### src/rtl/ppi_pkg.sv
// ----------------------------------------------------------------------------
// ppi_pkg - shared definitions of the peak-to-peak impedance unit
// Widths, register indexes, reset values and the controller/datapath
// command and status bundles.
// ----------------------------------------------------------------------------
package ppi_pkg;

    localparam int MAX_CHANNELS = 16;
    localparam int SAMPLE_W     = 24;
    localparam int CH_W         = 4;    // channel index
    localparam int CNT_W        = 5;    // channel count, holds MAX_CHANNELS
    localparam int OPC_W        = 32;   // ohms per code, Q16.16
    localparam int SR_W         = 16;   // series resistance
    localparam int IMP_W        = 32;   // impedance result
    localparam int PROD_W       = SAMPLE_W + OPC_W;
    localparam int FRAC_W       = 16;
    localparam int DIFF_W       = PROD_W - FRAC_W + 1;
    localparam int CFG_IDX_W    = 2;
    localparam int CFG_DATA_W   = 32;
    localparam int OUT_TDATA_W  = 40;   // channel + impedance, padded to bytes

    localparam logic [CFG_IDX_W-1:0] REG_CHANNEL_COUNT     = 2'd0;
    localparam logic [CFG_IDX_W-1:0] REG_OHMS_PER_CODE     = 2'd1;
    localparam logic [CFG_IDX_W-1:0] REG_SERIES_RESISTANCE = 2'd2;

    localparam logic [CNT_W-1:0] RST_CHANNEL_COUNT     = 5'd8;
    localparam logic [OPC_W-1:0] RST_OHMS_PER_CODE     = 32'd122070;
    localparam logic [SR_W-1:0]  RST_SERIES_RESISTANCE = 16'd2200;

    localparam logic [IMP_W-1:0] IMP_MAX = 32'h7FFF_FFFF;

    typedef struct packed {
        logic fold;         // fold the accepted sample into its channel
        logic ch_clear;     // restart the emission channel counter
        logic ch_inc;       // advance to the next emission channel
        logic load_prod;    // register peak-to-peak times ohms per code
        logic load_result;  // register the saturated result
        logic clear;        // drop all peaks and the position
    } ppi_cmd_t;

    typedef struct packed {
        logic last_ch;      // emission channel is the final active one
    } ppi_status_t;

endpackage

### src/rtl/ppi_ctrl.sv
// ----------------------------------------------------------------------------
// ppi_ctrl - sequencer of the peak-to-peak impedance unit
// Accepts samples and steps the per-channel emission at buffer end.
// ----------------------------------------------------------------------------
module ppi_ctrl (
    input  logic                 aclk,
    input  logic                 aresetn,
    input  logic                 s_tvalid,
    input  logic                 s_tlast,
    output logic                 s_tready,
    output logic                 m_tvalid,
    input  logic                 m_tready,
    input  ppi_pkg::ppi_status_t status,
    output ppi_pkg::ppi_cmd_t    cmd
);

    typedef enum logic [3:0] {
        ST_ACCUM = 4'b0001,
        ST_MUL   = 4'b0010,
        ST_SUB   = 4'b0100,
        ST_SEND  = 4'b1000
    } state_t;

    state_t state_reg;
    state_t state_next;
    logic   take;

    assign s_tready = (state_reg == ST_ACCUM);
    assign m_tvalid = (state_reg == ST_SEND);
    assign take     = s_tvalid && s_tready;

    always_comb begin
        state_next      = state_reg;
        cmd             = '0;
        cmd.fold        = take;
        cmd.load_prod   = (state_reg == ST_MUL);
        cmd.load_result = (state_reg == ST_SUB);
        case (state_reg)
            ST_ACCUM: begin
                if (take && s_tlast) begin
                    cmd.ch_clear = 1'b1;
                    state_next   = ST_MUL;
                end
            end
            ST_MUL: begin
                state_next = ST_SUB;
            end
            ST_SUB: begin
                state_next = ST_SEND;
            end
            ST_SEND: begin
                if (m_tready) begin
                    if (status.last_ch) begin
                        cmd.clear  = 1'b1;
                        state_next = ST_ACCUM;
                    end else begin
                        cmd.ch_inc = 1'b1;
                        state_next = ST_MUL;
                    end
                end
            end
            default: begin
                state_next = ST_ACCUM;
            end
        endcase
    end

    always_ff @(posedge aclk) begin
        if (!aresetn) begin
            state_reg <= ST_ACCUM;
        end else begin
            state_reg <= state_next;
        end
    end

endmodule

### src/rtl/ppi_datapath.sv
// ----------------------------------------------------------------------------
// ppi_datapath - peak stores, configuration and impedance arithmetic
// Running max/min per channel, multiply, shift, subtract and saturate.
// ----------------------------------------------------------------------------
module ppi_datapath (
    input  logic                                 aclk,
    input  logic                                 aresetn,
    input  logic                                 cfg_valid,
    input  logic [ppi_pkg::CFG_IDX_W-1:0]        cfg_index,
    input  logic [ppi_pkg::CFG_DATA_W-1:0]       cfg_data,
    input  logic [ppi_pkg::SAMPLE_W-1:0]         sample,
    input  ppi_pkg::ppi_cmd_t                    cmd,
    output ppi_pkg::ppi_status_t                 status,
    output logic [ppi_pkg::OUT_TDATA_W-1:0]      out_data,
    output logic                                 out_last
);

    // configuration
    logic [ppi_pkg::CNT_W-1:0] cc_reg;
    logic [ppi_pkg::OPC_W-1:0] opc_reg;
    logic [ppi_pkg::SR_W-1:0]  sr_reg;

    // peak stores; an entry without its valid bit reads as zero
    logic signed [ppi_pkg::SAMPLE_W-1:0] hi_mem [ppi_pkg::MAX_CHANNELS];
    logic signed [ppi_pkg::SAMPLE_W-1:0] lo_mem [ppi_pkg::MAX_CHANNELS];
    logic [ppi_pkg::MAX_CHANNELS-1:0]    valid_reg;

    logic [ppi_pkg::CH_W-1:0]   pos_reg;
    logic [ppi_pkg::CH_W-1:0]   pos_next;
    logic [ppi_pkg::CH_W-1:0]   pos_eff;
    logic [ppi_pkg::CNT_W-1:0]  pos_inc;
    logic [ppi_pkg::CH_W-1:0]   ch_reg;
    logic [ppi_pkg::CNT_W-1:0]  n_act;
    logic [ppi_pkg::CH_W-1:0]   addr;

    logic signed [ppi_pkg::SAMPLE_W-1:0] rd_hi;
    logic signed [ppi_pkg::SAMPLE_W-1:0] rd_lo;
    logic signed [ppi_pkg::SAMPLE_W-1:0] s_val;
    logic signed [ppi_pkg::SAMPLE_W-1:0] new_hi;
    logic signed [ppi_pkg::SAMPLE_W-1:0] new_lo;
    logic signed [ppi_pkg::SAMPLE_W:0]   pp_wide;
    logic [ppi_pkg::SAMPLE_W-1:0]        pp;

    logic [ppi_pkg::PROD_W-1:0]  prod_next;
    logic [ppi_pkg::PROD_W-1:0]  prod_reg;
    logic [ppi_pkg::DIFF_W-1:0]  diff;
    logic                        ovf;
    logic [ppi_pkg::IMP_W-1:0]   imp;
    logic [ppi_pkg::OUT_TDATA_W-1:0] out_data_reg;
    logic                        out_last_reg;

    // zero means one channel, above the store depth means all of it
    always_comb begin
        if (cc_reg == '0) begin
            n_act = ppi_pkg::CNT_W'(1);
        end else if (cc_reg > ppi_pkg::CNT_W'(ppi_pkg::MAX_CHANNELS)) begin
            n_act = ppi_pkg::CNT_W'(ppi_pkg::MAX_CHANNELS);
        end else begin
            n_act = cc_reg;
        end
    end

    // count lowered mid-buffer: wrap before storing
    assign pos_eff  = ({1'b0, pos_reg} >= n_act) ? '0 : pos_reg;
    assign pos_inc  = {1'b0, pos_eff} + ppi_pkg::CNT_W'(1);
    assign pos_next = (pos_inc >= n_act) ? '0 : pos_inc[ppi_pkg::CH_W-1:0];

    assign addr  = cmd.load_prod ? ch_reg : pos_eff;
    assign rd_hi = valid_reg[addr] ? hi_mem[addr] : '0;
    assign rd_lo = valid_reg[addr] ? lo_mem[addr] : '0;
    assign s_val = $signed(sample);

    assign new_hi = (s_val > rd_hi) ? s_val : rd_hi;
    assign new_lo = (s_val < rd_lo) ? s_val : rd_lo;

    // max never below zero, min never above: the difference is non-negative
    assign pp_wide   = {rd_hi[ppi_pkg::SAMPLE_W-1], rd_hi} - {rd_lo[ppi_pkg::SAMPLE_W-1], rd_lo};
    assign pp        = pp_wide[ppi_pkg::SAMPLE_W-1:0];
    assign prod_next = pp * opc_reg;

    assign diff = {1'b0, prod_reg[ppi_pkg::PROD_W-1:ppi_pkg::FRAC_W]}
                - ppi_pkg::DIFF_W'(sr_reg);
    assign ovf  = !diff[ppi_pkg::DIFF_W-1] && (|diff[ppi_pkg::DIFF_W-2:ppi_pkg::IMP_W-1]);
    assign imp  = ovf ? ppi_pkg::IMP_MAX : diff[ppi_pkg::IMP_W-1:0];

    assign status.last_ch = (({1'b0, ch_reg} + ppi_pkg::CNT_W'(1)) == n_act);
    assign out_data       = out_data_reg;
    assign out_last       = out_last_reg;

    always_ff @(posedge aclk) begin
        if (!aresetn) begin
            cc_reg <= ppi_pkg::RST_CHANNEL_COUNT;
            opc_reg <= ppi_pkg::RST_OHMS_PER_CODE;
            sr_reg <= ppi_pkg::RST_SERIES_RESISTANCE;
        end else if (cfg_valid) begin
            case (cfg_index)
                ppi_pkg::REG_CHANNEL_COUNT: begin
                    cc_reg <= cfg_data[ppi_pkg::CNT_W-1:0];
                end
                ppi_pkg::REG_OHMS_PER_CODE: begin
                    opc_reg <= cfg_data[ppi_pkg::OPC_W-1:0];
                end
                ppi_pkg::REG_SERIES_RESISTANCE: begin
                    sr_reg <= cfg_data[ppi_pkg::SR_W-1:0];
                end
                default: begin
                end
            endcase
        end
    end

    always_ff @(posedge aclk) begin
        if (!aresetn) begin
            valid_reg <= '0;
            pos_reg   <= '0;
            ch_reg    <= '0;
        end else begin
            if (cmd.clear) begin
                valid_reg <= '0;
                pos_reg   <= '0;
            end else if (cmd.fold) begin
                valid_reg[pos_eff] <= 1'b1;
                pos_reg            <= pos_next;
            end
            if (cmd.ch_clear) begin
                ch_reg <= '0;
            end else if (cmd.ch_inc) begin
                ch_reg <= ch_reg + ppi_pkg::CH_W'(1);
            end
        end
    end

    always_ff @(posedge aclk) begin
        if (cmd.fold) begin
            hi_mem[pos_eff] <= new_hi;
            lo_mem[pos_eff] <= new_lo;
        end
        if (cmd.load_prod) begin
            prod_reg <= prod_next;
        end
        if (cmd.load_result) begin
            out_data_reg <= {(ppi_pkg::OUT_TDATA_W - ppi_pkg::IMP_W - ppi_pkg::CH_W)'(0),
                             imp, ch_reg};
            out_last_reg <= status.last_ch;
        end
    end

endmodule

### src/rtl/peak_to_peak_impedance_unit.sv
// ----------------------------------------------------------------------------
// peak_to_peak_impedance_unit - lead-off impedance from peak-to-peak amplitude
// Tracks per-channel max/min of interleaved samples and reports one
// impedance per channel at the end of each buffer.
// ----------------------------------------------------------------------------
// Feed interleaved samples, channel 0 first, one request per cycle; the
// channel position wraps at channel_count (0 counts as 1, above 16 as 16).
// An ordinary sample is folded into its channel as it is accepted. The
// sample flagged with tlast is folded in and then starts the report: for
// each active channel the sequencer registers the 24x32 multiply (MUL),
// then shifts, subtracts and saturates into the result register (SUB),
// and then holds the result on m_ until taken; during the report, output
// stalls included, no sample is taken. After the final result (tlast high)
// all peaks and the position restart at zero. Configuration writes are
// always ready; write them only while the unit is between buffers.
// ----------------------------------------------------------------------------
module peak_to_peak_impedance_unit (
    input  logic                                 aclk,
    input  logic                                 aresetn,
    // configuration write channel
    input  logic                                 cfg_valid,
    output logic                                 cfg_ready,
    input  logic [ppi_pkg::CFG_IDX_W-1:0]        cfg_index,
    input  logic [ppi_pkg::CFG_DATA_W-1:0]       cfg_data,
    // sample input
    input  logic                                 s_tvalid,
    output logic                                 s_tready,
    input  logic [ppi_pkg::SAMPLE_W-1:0]         s_tdata,   // [23:0] sample
    input  logic                                 s_tlast,   // last sample of buffer
    // impedance results
    output logic                                 m_tvalid,
    input  logic                                 m_tready,
    output logic [ppi_pkg::OUT_TDATA_W-1:0]      m_tdata,   // [3:0] channel,
                                                            // [35:4] impedance_ohms,
                                                            // [39:36] zero
    output logic                                 m_tlast    // result of final channel
);

    ppi_pkg::ppi_cmd_t    cmd;
    ppi_pkg::ppi_status_t status;

    // registers take a write in any cycle
    assign cfg_ready = 1'b1;

    // sequence sample folding and the per-channel report
    ppi_ctrl u_ctrl (
        .aclk     (aclk),
        .aresetn  (aresetn),
        .s_tvalid (s_tvalid),
        .s_tlast  (s_tlast),
        .s_tready (s_tready),
        .m_tvalid (m_tvalid),
        .m_tready (m_tready),
        .status   (status),
        .cmd      (cmd)
    );

    // hold peaks and configuration, compute and register each result
    ppi_datapath u_datapath (
        .aclk      (aclk),
        .aresetn   (aresetn),
        .cfg_valid (cfg_valid),
        .cfg_index (cfg_index),
        .cfg_data  (cfg_data),
        .sample    (s_tdata),
        .cmd       (cmd),
        .status    (status),
        .out_data  (m_tdata),
        .out_last  (m_tlast)
    );

endmodule

### config.mk
export PLATFORM = sky130hd
export DESIGN_NAME = peak_to_peak_impedance_unit
export DESIGN_NICKNAME = d
export VERILOG_FILES = /design/src/rtl/ppi_pkg.sv /design/src/rtl/ppi_ctrl.sv /design/src/rtl/ppi_datapath.sv /design/src/rtl/peak_to_peak_impedance_unit.sv
export SDC_FILE = /design/constraint.sdc
export NUM_CORES = 2
export LEC_CHECK = 0
export BUFFER_PORTS_ARGS = -buffer_cell sky130_fd_sc_hd__buf_2
export CORE_UTILIZATION = 50
export DETAILED_ROUTE_END_ITERATION = 8
export PLACE_DENSITY = 0.68
export RECOVER_POWER = 25
export SLEW_MARGIN = 15
export SYNTH_ARGS = -nofsm -noshare
export SYNTH_HDL_FRONTEND = slang
export SYNTH_HIERARCHICAL = 1
export SYNTH_SLANG_ARGS = --single-unit
### constraint.sdc
create_clock -name aclk -period 32.9 [get_ports aclk]
set_input_delay 6.58 -clock aclk [delete_from_list [all_inputs] [get_ports aclk]]
set_output_delay 6.58 -clock aclk [all_outputs]
set_load 0.05 [all_outputs]
==> results.sh <==
export IMPL_ctsResizeCount=0
export IMPL_syn_cell_area_mm2=0.0641
export IMPL_slowest_stage="clkbuf_1"
export IMPL_final_max_slew_viol_count=408
export IMPL_start_util=0.503
export IMPL_worst_setup_path_start_kind="flip-flop"
export IMPL_synth_area_leaders="edfxtp_1 40%, fa_1 21%, nand2_1 7.7%, ha_1 5.3%, inv_1 4.5%"
export IMPL_synth_seq_cells=926
export IMPL_grt_antenna_before_repair=12
export IMPL_cts_tree="built"
export IMPL_vias_per_cell=5.85
export IMPL_io_pins=108
export IMPL_hold_class="flip-flop to flip-flop"
export IMPL_post_cts_buffers=0
export IMPL_violations="capacitance limit, slew limit"
export IMPL_synth_cells=5963
export IMPL_fmax_ghz=0.0619
export IMPL_fin_skew_ns=0.0669
export IMPL_dieWidth_um=360
export IMPL_portBuffers=102
export IMPL_hpwlAfterDp_um=111000
export IMPL_die_area_mm2=0.130
export IMPL_grt_pass1_wl_um=272000
export IMPL_slowest_delay_ns=2.02
export IMPL_yosys_most_used_dff="edfxtp_1"
export IMPL_root_buffer="clkbuf_16"
export IMPL_yosysSeqAreaShare=0.421
export IMPL_yosysWarningCount=6
export IMPL_cp_end_kind="flip-flop"
export IMPL_hold_viol=0
export IMPL_fin_crit_sh=0.491
export IMPL_core_mm2=0.127
export IMPL_cts_made_buffers=89
export IMPL_syn_area_per_cell_um2=10.7
export IMPL_clock_latency_ns=0.72
export IMPL_cp_max_fo=166
export IMPL_critPathKind="flip-flop to flip-flop"
export IMPL_gp_routability_congestion=0.976
export IMPL_grt_total_usage=0.275
export IMPL_final_layout_size_suffix_gt1_frac=0.0656
export IMPL_drc=0
export IMPL_synth_top_cell_area_share=0.396
export IMPL_final_cell_mix="1,319 x nand2_1, 845 x edfxtp_1, 770 x inv_1, 658 x fa_1, 274 x ha_1"
export IMPL_worst_slack_ns=16.75
export IMPL_via_count=44773
export IMPL_grt_overflow_total=0
export IMPL_place_ws_ns=18.38
export IMPL_relSlewSlack=-1.99
export IMPL_initialDrtViolationCount=4505
export IMPL_fin_nets=6918
export IMPL_status="complete, but fails checks"
export IMPL_synthDistinctLibCells=84
export IMPL_fp_dieH_um=360
export IMPL_cts_sinks=926
export IMPL_fin_crit_ns=16.15
export IMPL_tightestPinTransition_ns=4.48
export IMPL_yosysTopAreaCell="edfxtp_1"
export IMPL_synth_edf_count=845
export IMPL_final_setup_tns_ns=0
export IMPL_holdBufCountCts=0
export IMPL_routedWlPerCell_um=23.1
export IMPL_row_count=131
export IMPL_rsz0062_at_grt="false"
export IMPL_grt_pass1_vias=45278
export IMPL_async_flop_share=0
export IMPL_drtAntennaViolNets=0
export IMPL_clock_path_buffers=3
export IMPL_worst_endpoint_required_ns=33.30
export IMPL_firstDrtPassIters=6
export IMPL_clkTransAtPathRegs_ns=0.06
export IMPL_grt_max_degree=182
export IMPL_cts_htree_levels=3
export IMPL_cap_violations=12
export IMPL_layout_commonest_cell="nand2_1"
export IMPL_crit_arrival_ns=16.54
export IMPL_cpMostUsedCell="fa_1"
export IMPL_area_delta_synth_final_pct=8.24
export IMPL_setup_viol=0
export IMPL_wl_um=177000
[cells in the mapped netlist, types with 32 or more instances]
master    number
clkbuf_1     281
fa_1         659
a311oi_1     138
ha_1         274
o21ai_0       58
a21oi_1      105
dfxtp_1       81
nand2_1     1319
a211oi_1      68
a21boi_0      35
xnor2_1       61
mux2i_1       77
xor2_1        37
edfxtp_1     845
nor2_1       101
nor2b_1      108
a21o_1        32
nor3_1        33
inv_1        770
nand3_1      213
and2_1       235
a31oi_1       57
and3_1        52
[metal layers]
layer,part of all wire,wire length (µm),track usage
met5,0.00034,61,0
met4,0.032,5590,0.0926
met3,0.097,17100,0.0531
met2,0.46,81400,0.430
met1,0.41,72700,0.385
[critical path: cells and delay by family (launching register included)]
kind                       cells  cell delay (ns)
AOI/OAI and AO/OA             18             4.27
xor gates and xnor gates       2             0.22
adders and majority gates     10             4.38
buffers and inverters          9             4.56
DFF                            1             0.43
muxes                          1             0.50
and+or+nand+nor                7             1.23
[kinds of logic after synthesis]
| logic type | count (synthesis) | synth area share |
|---|---|---|
| AND/OR/NAND/NOR | 2155 | 0.151 |
| buffers and inverters | 1113 | 0.0671 |
| adder cells (fa/ha/maj) | 933 | 0.259 |
| flip-flops | 926 | 0.421 |
| AO/OA/AOI/OAI | 655 | 0.0747 |
| XOR/XNOR | 98 | 0.0134 |
| multiplexers | 81 | 0.0128 |
| other | 2 | 0.000117 |
[stage by stage]
step / std cells / hold slack (ns) / utilization / area, µm²
global placement: 7492 / 0.450 / 0.522 / 66500
global route: 7654 / 0.506 / 0.545 / 69400
finish: 7658 / 0.475 / 0.545 / 69400
floorplan: 5966 / 0.406 / - / 64100
CTS: 7650 / 0.476 / 0.545 / 69400
detailed placement: 7492 / 0.458 / 0.522 / 66500
[worst paths after layout]
| path | startpoint | endpoint | slack, ns | cells after the start |
|---|---|---|---|---|
| worst max-delay path | u_ctrl/state_reg[1] | u_datapath/prod_reg[55] | 16.75 | 47 |
| worst min-delay path | u_datapath/valid_reg[4] | u_datapath/valid_reg[4] | 0.47 | 2 |
| worst max register to register | u_ctrl/state_reg[1] | u_datapath/prod_reg[55] | 16.75 | 47 |
| worst min register to register | u_datapath/valid_reg[4] | u_datapath/valid_reg[4] | 0.47 | 2 |
[layout make-up]
type	instances	area, µm²
Clock inverter	52	607
Timing Repair Buffer	207	1250
Antenna cell	8	20.0
Inverter	770	2890
Multi-Input combinational cell	3927	33200
Clock buffer	106	2320
Sequential cell	926	27000
Fill cell	10883	58000
Tap cell	1662	2080
Power is not shown: default switching activity piles up to over one toggle a cycle in this logic, so the estimate is an artifact.
